File: config.mk
export PLATFORM = sky130hd
export DESIGN_NAME = dtmf_key_qualifier_unit
export DESIGN_NICKNAME = d
export VERILOG_FILES = /design/src/rtl/core/dkq_pkg.sv /design/src/rtl/core/dkq_decode.sv /design/src/rtl/core/dkq_track.sv /design/src/rtl/core/dtmf_key_qualifier_unit.sv
export SDC_FILE = /design/constraint.sdc
export NUM_CORES = 1
export LEC_CHECK = 0
export BUFFER_PORTS_ARGS = -buffer_cell sky130_fd_sc_hd__clkbuf_2
export CAP_MARGIN = 40
export CORE_ASPECT_RATIO = 0.7
export CORE_MARGIN = 2
export CORE_UTILIZATION = 58
export CTS_CLUSTER_SIZE = 16
export DETAILED_ROUTE_END_ITERATION = 8
export PLACE_DENSITY = 0.92
export SLEW_MARGIN = 40
export SYNTH_ARGS = -nofsm -noshare
export SYNTH_HDL_FRONTEND = slang
export SYNTH_SLANG_ARGS = --single-unit
File: constraint.sdc
create_clock -name clk_i -period 9.19 [get_ports clk_i]
set_input_delay 0.4595 -clock clk_i [delete_from_list [all_inputs] [get_ports clk_i]]
set_output_delay 0.4595 -clock clk_i [all_outputs]
set_load 0.03 [all_outputs]
File: src/rtl/core/dkq_pkg.sv
`timescale 1ns / 1ps
// Package for the DTMF key qualifier: widths, reset values, register codes,
// shared structs and the key-to-ASCII table. No dependencies.
package dkq_pkg;

  localparam int unsigned MagW     = 32;
  localparam int unsigned TickW    = 32;
  localparam int unsigned WindowW  = 16;
  localparam int unsigned CountW   = 5;
  localparam int unsigned QuietW   = 4;
  localparam int unsigned KeyW     = 4;
  localparam int unsigned CharW    = 7;
  localparam int unsigned NumTones = 4;
  localparam int unsigned InDataW  = 9 * MagW;
  localparam int unsigned OutDataW = 16;
  localparam int unsigned CfgIdxW  = 2;
  localparam int unsigned CfgDataW = 32;

  localparam logic [MagW-1:0]    ThresholdRst = 32'd4000000;
  localparam logic [WindowW-1:0] WindowRst    = 16'd1500;
  localparam logic [CountW-1:0]  ConfirmRst   = 5'd5;
  localparam logic [QuietW-1:0]  QuietLimRst  = 4'd2;
  localparam logic [CountW-1:0]  RepeatRst    = 5'd10;
  localparam logic [CountW-1:0]  RepeatMax    = 5'd31;
  localparam logic [QuietW-1:0]  QuietMax     = 4'd15;

  typedef enum logic [CfgIdxW-1:0] {
    REG_THRESHOLD = 2'd0,
    REG_WINDOW    = 2'd1,
    REG_CONFIRM   = 2'd2,
    REG_QUIET_LIM = 2'd3
  } cfg_reg_e;

  typedef struct packed {
    logic [MagW-1:0]    threshold;
    logic [WindowW-1:0] window;
    logic [CountW-1:0]  confirm;
    logic [QuietW-1:0]  quiet_lim;
  } cfg_t;

  typedef struct packed {
    logic            row_found;
    logic            col_found;
    logic [KeyW-1:0] key;
  } det_t;

  typedef struct packed {
    logic             key_valid;
    logic [KeyW-1:0]  key_index;
    logic [CharW-1:0] key_char;
  } res_t;

  // Keypad layout, row-major: 1 2 3 A / 4 5 6 B / 7 8 9 C / * 0 # D
  function automatic logic [CharW-1:0] key_ascii(input logic [KeyW-1:0] k);
    logic [CharW-1:0] c;
    case (k)
      4'd0:    c = 7'h31;
      4'd1:    c = 7'h32;
      4'd2:    c = 7'h33;
      4'd3:    c = 7'h41;
      4'd4:    c = 7'h34;
      4'd5:    c = 7'h35;
      4'd6:    c = 7'h36;
      4'd7:    c = 7'h42;
      4'd8:    c = 7'h37;
      4'd9:    c = 7'h38;
      4'd10:   c = 7'h39;
      4'd11:   c = 7'h43;
      4'd12:   c = 7'h2A;
      4'd13:   c = 7'h30;
      4'd14:   c = 7'h23;
      default: c = 7'h44;
    endcase
    return c;
  endfunction

endpackage

File: src/rtl/core/dkq_decode.sv
`timescale 1ns / 1ps
// Tone decode: finds the lowest row and column tone above threshold and
// forms the key index. Depends on dkq_pkg.
module dkq_decode (
  input  logic [dkq_pkg::InDataW-1:0] item_i,
  input  logic [dkq_pkg::MagW-1:0]    threshold_i,
  output dkq_pkg::det_t               det_o
);

  logic [dkq_pkg::NumTones-1:0] row_hit;
  logic [dkq_pkg::NumTones-1:0] col_hit;
  logic [1:0]                   row_idx;
  logic [1:0]                   col_idx;

  always_comb begin
    for (int i = 0; i < dkq_pkg::NumTones; i++) begin
      row_hit[i] = item_i[i*dkq_pkg::MagW +: dkq_pkg::MagW] > threshold_i;
      col_hit[i] = item_i[(i+dkq_pkg::NumTones)*dkq_pkg::MagW +: dkq_pkg::MagW]
                   > threshold_i;
    end
  end

  // priority: lowest index wins
  always_comb begin
    row_idx = 2'd3;
    col_idx = 2'd3;
    for (int i = dkq_pkg::NumTones - 1; i >= 0; i--) begin
      if (row_hit[i]) row_idx = 2'(i);
      if (col_hit[i]) col_idx = 2'(i);
    end
  end

  assign det_o.row_found = |row_hit;
  assign det_o.col_found = |col_hit;
  assign det_o.key       = {row_idx, col_idx};

endmodule

File: src/rtl/core/dkq_track.sv
`timescale 1ns / 1ps
// Key tracking state: repeat/quiet counters, previous key and clear tick.
// Produces the result for the item consumed this cycle. Depends on dkq_pkg.
module dkq_track (
  input  logic                      clk_i,
  input  logic                      rst_ni,
  input  logic                      en_i,
  input  dkq_pkg::det_t             det_i,
  input  logic [dkq_pkg::TickW-1:0] now_tick_i,
  input  dkq_pkg::cfg_t             cfg_i,
  output dkq_pkg::res_t             res_o
);

  logic                       present_q, present_d;
  logic [dkq_pkg::KeyW-1:0]   prev_key_q, prev_key_d;
  logic [dkq_pkg::CountW-1:0] repeat_q, repeat_d;
  logic [dkq_pkg::QuietW-1:0] quiet_q, quiet_d;
  logic [dkq_pkg::TickW-1:0]  clear_tick_q, clear_tick_d;

  logic                       hit;
  logic [dkq_pkg::CountW-1:0] repeat_inc;
  logic                       report;
  logic [dkq_pkg::TickW-1:0]  delta;

  assign repeat_inc = repeat_q + 1'b1;
  assign hit = present_q && (prev_key_q == det_i.key) && (repeat_q < dkq_pkg::RepeatMax);
  assign delta = now_tick_i - clear_tick_q;

  always_comb begin
    present_d    = present_q;
    prev_key_d   = prev_key_q;
    repeat_d     = repeat_q;
    quiet_d      = quiet_q;
    clear_tick_d = clear_tick_q;
    report       = 1'b0;
    if (det_i.row_found) begin
      // row without column leaves everything alone
      if (det_i.col_found) begin
        if (hit) begin
          repeat_d = repeat_inc;
          if (repeat_inc == cfg_i.confirm) begin
            report  = 1'b1;
            quiet_d = '0;
          end
        end
        prev_key_d = det_i.key;
        present_d  = 1'b1;
      end
    end else if (quiet_q > cfg_i.quiet_lim) begin
      // quiet run complete: forget key, re-arm if close to last clear
      if (delta < {{(dkq_pkg::TickW-dkq_pkg::WindowW){1'b0}}, cfg_i.window}) begin
        repeat_d = '0;
      end
      quiet_d      = '0;
      clear_tick_d = now_tick_i;
      present_d    = 1'b0;
    end else if (quiet_q < dkq_pkg::QuietMax) begin
      quiet_d = quiet_q + 1'b1;
    end
  end

  always_ff @(posedge clk_i or negedge rst_ni) begin
    if (!rst_ni) begin
      present_q    <= 1'b0;
      prev_key_q   <= '0;
      repeat_q     <= dkq_pkg::RepeatRst;
      quiet_q      <= '0;
      clear_tick_q <= '0;
    end else if (en_i) begin
      present_q    <= present_d;
      prev_key_q   <= prev_key_d;
      repeat_q     <= repeat_d;
      quiet_q      <= quiet_d;
      clear_tick_q <= clear_tick_d;
    end
  end

  assign res_o.key_valid = report;
  assign res_o.key_index = report ? det_i.key : '0;
  assign res_o.key_char  = report ? dkq_pkg::key_ascii(det_i.key) : '0;

endmodule

File: src/rtl/core/dtmf_key_qualifier_unit.sv
`timescale 1ns / 1ps
// Top level of the DTMF key qualifier: config registers, input register,
// result register. Depends on dkq_pkg, dkq_decode, dkq_track.
//
//  channel   direction  payload
//  s_axis    in         tdata: row_mag_0..3, col_mag_0..3, now_tick (288 b)
//  m_axis    out        tuser: key_valid; tdata: key_index, key_char
//  cfg       in         cfg_index_i selects register, cfg_data_i value
//
// An input item is held in the input register, then passes through decode/track
// logic into the result register. One item per cycle is sustained while m_axis
// is ready. Reset clears control state, loads register defaults and resets the
// tracking state, with the repeat count set to RepeatRst.
// A stalled m_axis holds the result and the input register backs up behind it.
module dtmf_key_qualifier_unit (
  input  logic                          clk_i,
  input  logic                          rst_ni,
  // row_mag_0..3 [127:0], col_mag_0..3 [255:128], now_tick [287:256]
  input  logic [dkq_pkg::InDataW-1:0]   s_axis_tdata,
  input  logic                          s_axis_tvalid,
  output logic                          s_axis_tready,
  // key_index [3:0], key_char [10:4], zero fill [15:11]
  output logic [dkq_pkg::OutDataW-1:0]  m_axis_tdata,
  // key_valid [0]
  output logic                          m_axis_tuser,
  output logic                          m_axis_tvalid,
  input  logic                          m_axis_tready,
  input  logic                          cfg_valid_i,
  output logic                          cfg_ready_o,
  input  logic [dkq_pkg::CfgIdxW-1:0]   cfg_index_i,
  input  logic [dkq_pkg::CfgDataW-1:0]  cfg_data_i
);

  dkq_pkg::cfg_t                 cfg_q;
  logic                          in_vld_q, in_vld_d;
  logic [dkq_pkg::InDataW-1:0]   in_data_q;
  logic                          out_vld_q, out_vld_d;
  dkq_pkg::res_t                 out_res_q;
  logic                          s_accept;
  logic                          advance;
  dkq_pkg::det_t                 det;
  dkq_pkg::res_t                 res;

  assign cfg_ready_o = 1'b1;

  always_ff @(posedge clk_i or negedge rst_ni) begin
    if (!rst_ni) begin
      cfg_q.threshold <= dkq_pkg::ThresholdRst;
      cfg_q.window    <= dkq_pkg::WindowRst;
      cfg_q.confirm   <= dkq_pkg::ConfirmRst;
      cfg_q.quiet_lim <= dkq_pkg::QuietLimRst;
    end else if (cfg_valid_i) begin
      unique case (dkq_pkg::cfg_reg_e'(cfg_index_i))
        dkq_pkg::REG_THRESHOLD: cfg_q.threshold <= cfg_data_i;
        dkq_pkg::REG_WINDOW:    cfg_q.window    <= cfg_data_i[dkq_pkg::WindowW-1:0];
        dkq_pkg::REG_CONFIRM:   cfg_q.confirm   <= cfg_data_i[dkq_pkg::CountW-1:0];
        dkq_pkg::REG_QUIET_LIM: cfg_q.quiet_lim <= cfg_data_i[dkq_pkg::QuietW-1:0];
      endcase
    end
  end

  assign advance       = in_vld_q && (!out_vld_q || m_axis_tready);
  assign s_axis_tready = !in_vld_q || advance;
  assign s_accept      = s_axis_tvalid && s_axis_tready;

  always_comb begin
    in_vld_d = in_vld_q;
    if (s_accept)     in_vld_d = 1'b1;
    else if (advance) in_vld_d = 1'b0;
    out_vld_d = out_vld_q;
    if (advance)            out_vld_d = 1'b1;
    else if (m_axis_tready) out_vld_d = 1'b0;
  end

  always_ff @(posedge clk_i or negedge rst_ni) begin
    if (!rst_ni) begin
      in_vld_q  <= 1'b0;
      out_vld_q <= 1'b0;
    end else begin
      in_vld_q  <= in_vld_d;
      out_vld_q <= out_vld_d;
    end
  end

  always_ff @(posedge clk_i) begin
    if (s_accept) in_data_q <= s_axis_tdata;
    if (advance)  out_res_q <= res;
  end

  dkq_decode u_decode (
    .item_i      (in_data_q),
    .threshold_i (cfg_q.threshold),
    .det_o       (det)
  );

  dkq_track u_track (
    .clk_i      (clk_i),
    .rst_ni     (rst_ni),
    .en_i       (advance),
    .det_i      (det),
    .now_tick_i (in_data_q[8*dkq_pkg::MagW +: dkq_pkg::TickW]),
    .cfg_i      (cfg_q),
    .res_o      (res)
  );

  assign m_axis_tvalid = out_vld_q;
  assign m_axis_tuser  = out_res_q.key_valid;
  assign m_axis_tdata  = {{(dkq_pkg::OutDataW-dkq_pkg::KeyW-dkq_pkg::CharW){1'b0}},
                          out_res_q.key_char, out_res_q.key_index};

`ifndef SYNTHESIS
  // a reported key always carries a printable character
  assert property (@(posedge clk_i) disable iff (!rst_ni)
    m_axis_tvalid && m_axis_tuser |-> m_axis_tdata[10:4] != 7'd0)
    else $error("reported key without character");

  // no report means an all-zero payload
  assert property (@(posedge clk_i) disable iff (!rst_ni)
    m_axis_tvalid && !m_axis_tuser |-> m_axis_tdata == '0)
    else $error("non-report carries key data");

  // a held input item is not overwritten
  assert property (@(posedge clk_i) disable iff (!rst_ni)
    in_vld_q && !advance |=> in_vld_q && $stable(in_data_q))
    else $error("input register lost an item");

  // a held result is not overwritten while stalled
  assert property (@(posedge clk_i) disable iff (!rst_ni)
    out_vld_q && !m_axis_tready |=> out_vld_q && $stable(out_res_q))
    else $error("result register overwritten under stall");
`endif

endmodule

==> results.sh <==
export IMPL_grt_first_pass_wirelength_microns=93690
export IMPL_ant_nets=0
export IMPL_arrival_ns=5.38
export IMPL_yosysUniqueCellTypes=84
export IMPL_synth_edff_count=300
export IMPL_first_pass_iters=6
export IMPL_synth_top_family_by_area="adder cells"
export IMPL_dp_cells=2619
export IMPL_crit_path_max_fanout=7
export IMPL_grt_max_degree=157
export IMPL_power_density_nw_per_um2=242.0
export IMPL_rsz0062_at_grt="no"
export IMPL_final_cell_mix="clkbuf_2, ha_1, edfxtp_1"
export IMPL_cp_startpoint="in_data_q[260]$_DFFE_PP_"
export IMPL_critPathCaptureType="register"
export IMPL_relSlewSlack_pct=40.32
export IMPL_leakagePower_nw=11.11
export IMPL_synth_fa_ha_area_share_pct=17.97
export IMPL_drtIter0Drc=1833
export IMPL_vias=16692
export IMPL_max_stage_delay_ns=0.56
export IMPL_rows=59
export IMPL_clock_sinks=405
export IMPL_drive_above_1_share_pct=22.46
export IMPL_finalMaxSlewViolations=0
export IMPL_synth_cells=1816
export IMPL_io_buffers=340
export IMPL_cts_tree="built"
export IMPL_start_kind="register"
export IMPL_syn_area_sq_um=21840
export IMPL_muxShareOfSynthArea_pct=1.925
export IMPL_fmax_mhz=202.7
export IMPL_grt_pass1_vias=16477
export IMPL_synth_compound_area_share_pct=12.77
export IMPL_antenna_found_initial=12
export IMPL_overflow=0
export IMPL_outcome="complete, no violations"
export IMPL_wire_per_inst_microns=22.90
export IMPL_synthXorXnorAreaFrac_pct=0.9225
export IMPL_yosys_area_share_simple_pct=10.17
export IMPL_pin_count=347
export IMPL_dieArea_sq_um=39240
export IMPL_hold_viol_final=0
export IMPL_final_nets=2817
export IMPL_clkLatencyLatePin_ns=0.56
export IMPL_ys_ff_latch=405
export IMPL_syn_area_per_cell_sq_um=12.02
export IMPL_ys_seq_area_share_pct=53.39
export IMPL_numCtsBuffers=41
export IMPL_cts_root_buffer="clkbuf_16"
export IMPL_post_cts_buffers=0
export IMPL_worstHoldStart="s_axis_tdata[30]"
export IMPL_hold_path_class="primary input to register"
export IMPL_critPathKind="register to register"
export IMPL_tightest_slew_ns=0.8883
export IMPL_critPathTopFamily="compound AO/OA/AOI/OAI gates"
export IMPL_ys_flop_type="edfxtp_1"
export IMPL_place_congestion=1.023
export IMPL_die_w_microns=235.9
export IMPL_place_hpwl_microns=48040
export IMPL_cts_htree_levels=2
export IMPL_start_util_pct=58.81
export IMPL_crit_chain="ha_1 > a21o_1 > a31o_2 > nor2_1 > nor2b_1 > o21ai_0 > nand2b_1 > a31oi_1 > xnor2_1 > ha_1 > a211o_1 > o211ai_1 > nand3b_1 > a2111oi_1 > o21ai_0 > mux2i_1 > o2111a_1 > nand4_1 > and2_1 > o221ai_1"
export IMPL_syn2layout_area_growth_pct=17.06
export IMPL_die_y_microns=166.3
export IMPL_finalSetupViolCount=0
export IMPL_yosys_warnings=0
export IMPL_maxCapViolCount=0
export IMPL_vias_per_cell=6.164
export IMPL_path_clk_slew_ns=0.06
export IMPL_drc_errors=0
export IMPL_clockBufferDepth=3
export IMPL_worstPathBufferInverterCount=0
export IMPL_final_common_cell="clkbuf_2"
export IMPL_stdcell_count=2708
export IMPL_fin_crit_ns=4.932
export IMPL_worst_ep_required_time_ns=9.64
export IMPL_ir_drop_uv=185.6
export IMPL_fin_tns_setup_ns=0
export IMPL_fin_crit_sh_pct=53.67
export IMPL_num_fill_cells=2614
export IMPL_rr_startpoint="in_data_q[260]$_DFFE_PP_"
export IMPL_slowest_stage="a2111oi_1"
export IMPL_track_usage_pct=31.40
export IMPL_fin_skew_ns=0.02338
export IMPL_async_reset_ff_share_pct=25.93
export IMPL_coreArea_sq_um=37130
export IMPL_routed_wl_microns=62010
==> layer usage <==
metal  vias to the layer above  part of all wire, %  wire [microns]  track usage (%)
met5                         -                    0               0                0
met4                         0                  3.7            2295            12.88
met3                       135                  8.7            5376            5.535
met2                       856                   44           27400            46.52
met1                      8061                   43           26940            45.99
li1                       7640                    -               -                -
==> layout make-up <==
cell class / instances / area, sq um / share of cell area [%]
well taps: 488 / 610.6 / 2.389
clock inverters: 22 / 211.5 / 0.8272
inverters: 118 / 442.9 / 1.733
multi-input cells: 1261 / 9615 / 37.61
diodes: 12 / 30.03 / 0.1175
flip-flops and latches: 405 / 11660 / 45.61
repair buffers: 350 / 1832 / 7.166
clock buffers: 52 / 1161 / 4.542
==> repair_timing <==
action / in CTS / in global routing
hold buffers: 1 / 0
hold endpoints to repair: 32 / 0
gates resized for setup: 0 / 0
==> logic make-up after synthesis <==
| group | after synthesis |
|---|---|
| XOR/XNOR | 23 |
| AND/OR/NAND/NOR | 439 |
| AO/OA/AOI/OAI | 442 |
| buffers and inverters | 154 |
| other | 2 |
| adder cells (fa/ha/maj) | 313 |
| multiplexers | 38 |
| flip-flops | 405 |
==> sequential cells by signal, indices dropped and copies added, names as in the netlist <==
name and count:
u_track.prev_key_q 4, m_axis_tvalid 1, m_axis_tuser 1, u_track.repeat_q 5
in_data_q 288, u_track.clear_tick_q 32, in_vld_q 1, m_axis_tdata 11
u_track.quiet_q 4, u_track.present_q 1, cfg_q 57
==> worst paths after layout <==
kind                                                            end  slack [ns]  cells after the start
worst min-delay path                        in_data_q[30]$_DFFE_PP_        0.07                      1
worst min register to register    u_track.prev_key_q[3]$_DFFE_PN0P_        0.49                      1
worst max-delay path                u_track.repeat_q[4]$_DFFE_PN0P_        4.26                     20
min in group asynchronous       u_track.clear_tick_q[0]$_DFFE_PN0P_        0.41                      2
worst max register to register      u_track.repeat_q[4]$_DFFE_PN0P_        4.26                     20
max in group asynchronous                     cfg_q[42]$_DFFE_PN0P_        7.70                      3
==> where the power goes <==
group / switching [W] / total, W / internal [W]
Clock: 0.000730 / 0.00172 / 0.000986
Sequential: 0.000108 / 0.00233 / 0.00222
Combinational: 0.00131 / 0.00214 / 0.000836
Total: 0.00215 / 0.00619 / 0.00404
==> worst register-to-register path: cells and delay by family, from the launching register on <==
kind,cells,cell delay [ns]
compound gates,10,2.36
simple gates,6,1.02
fa+ha+maj,2,0.70
flops,1,0.41
mux,1,0.18
xor+xnor,1,0.16
==> through the flow <==
step | setup slack [ns] | cell area, sq um | total power [W] | util (%) | hold WS, ns
after floorplan | 1.066 | 21850 | 0.003803 | - | 0.1639
after CTS | 4.272 | 25490 | 0.006143 | 68.65 | 0.05018
after detailed placement | 4.307 | 24110 | 0.004418 | 64.93 | 0.4471
after global placement | 3.550 | 24060 | 0.004300 | 64.79 | 0.4306
final | 4.258 | 25560 | 0.006186 | 68.84 | 0.07205
after global routing | 3.985 | 25560 | 0.006512 | 68.84 | 0.05009
==> synth_stat cells (7+ instances only) <==
cell type / n / area share [%]
dfrtp_1: 86 / 9.9
nor2b_1: 21 / 0.60
inv_1: 118 / 2.0
a211o_1: 7 / 0.28
edfxtp_1: 300 / 41
nor3_1: 18 / 0.41
nand2b_1: 8 / 0.23
mux2_2: 32 / 1.7
nor2_1: 61 / 1.0
o211ai_1: 13 / 0.45
o21a_1: 13 / 0.45
a31oi_1: 10 / 0.29
a21oi_1: 140 / 3.2
o21ai_0: 121 / 2.8
nand2_1: 160 / 2.8
nand3_1: 47 / 1.1
and2_1: 9 / 0.26
nor4_1: 9 / 0.26
clkbuf_1: 23 / 0.40
ha_1: 312 / 18
dfstp_2: 19 / 2.3
a211oi_1: 10 / 0.34
xnor2_1: 17 / 0.68
a21o_1: 31 / 1.1
or3_1: 7 / 0.20
nand4_1: 45 / 1.3
and4_1: 15 / 0.60
a221o_1: 8 / 0.37
a2111oi_0: 12 / 0.48
and3_1: 10 / 0.29
a22oi_1: 9 / 0.31
Power figures use the tool's default switching activity.
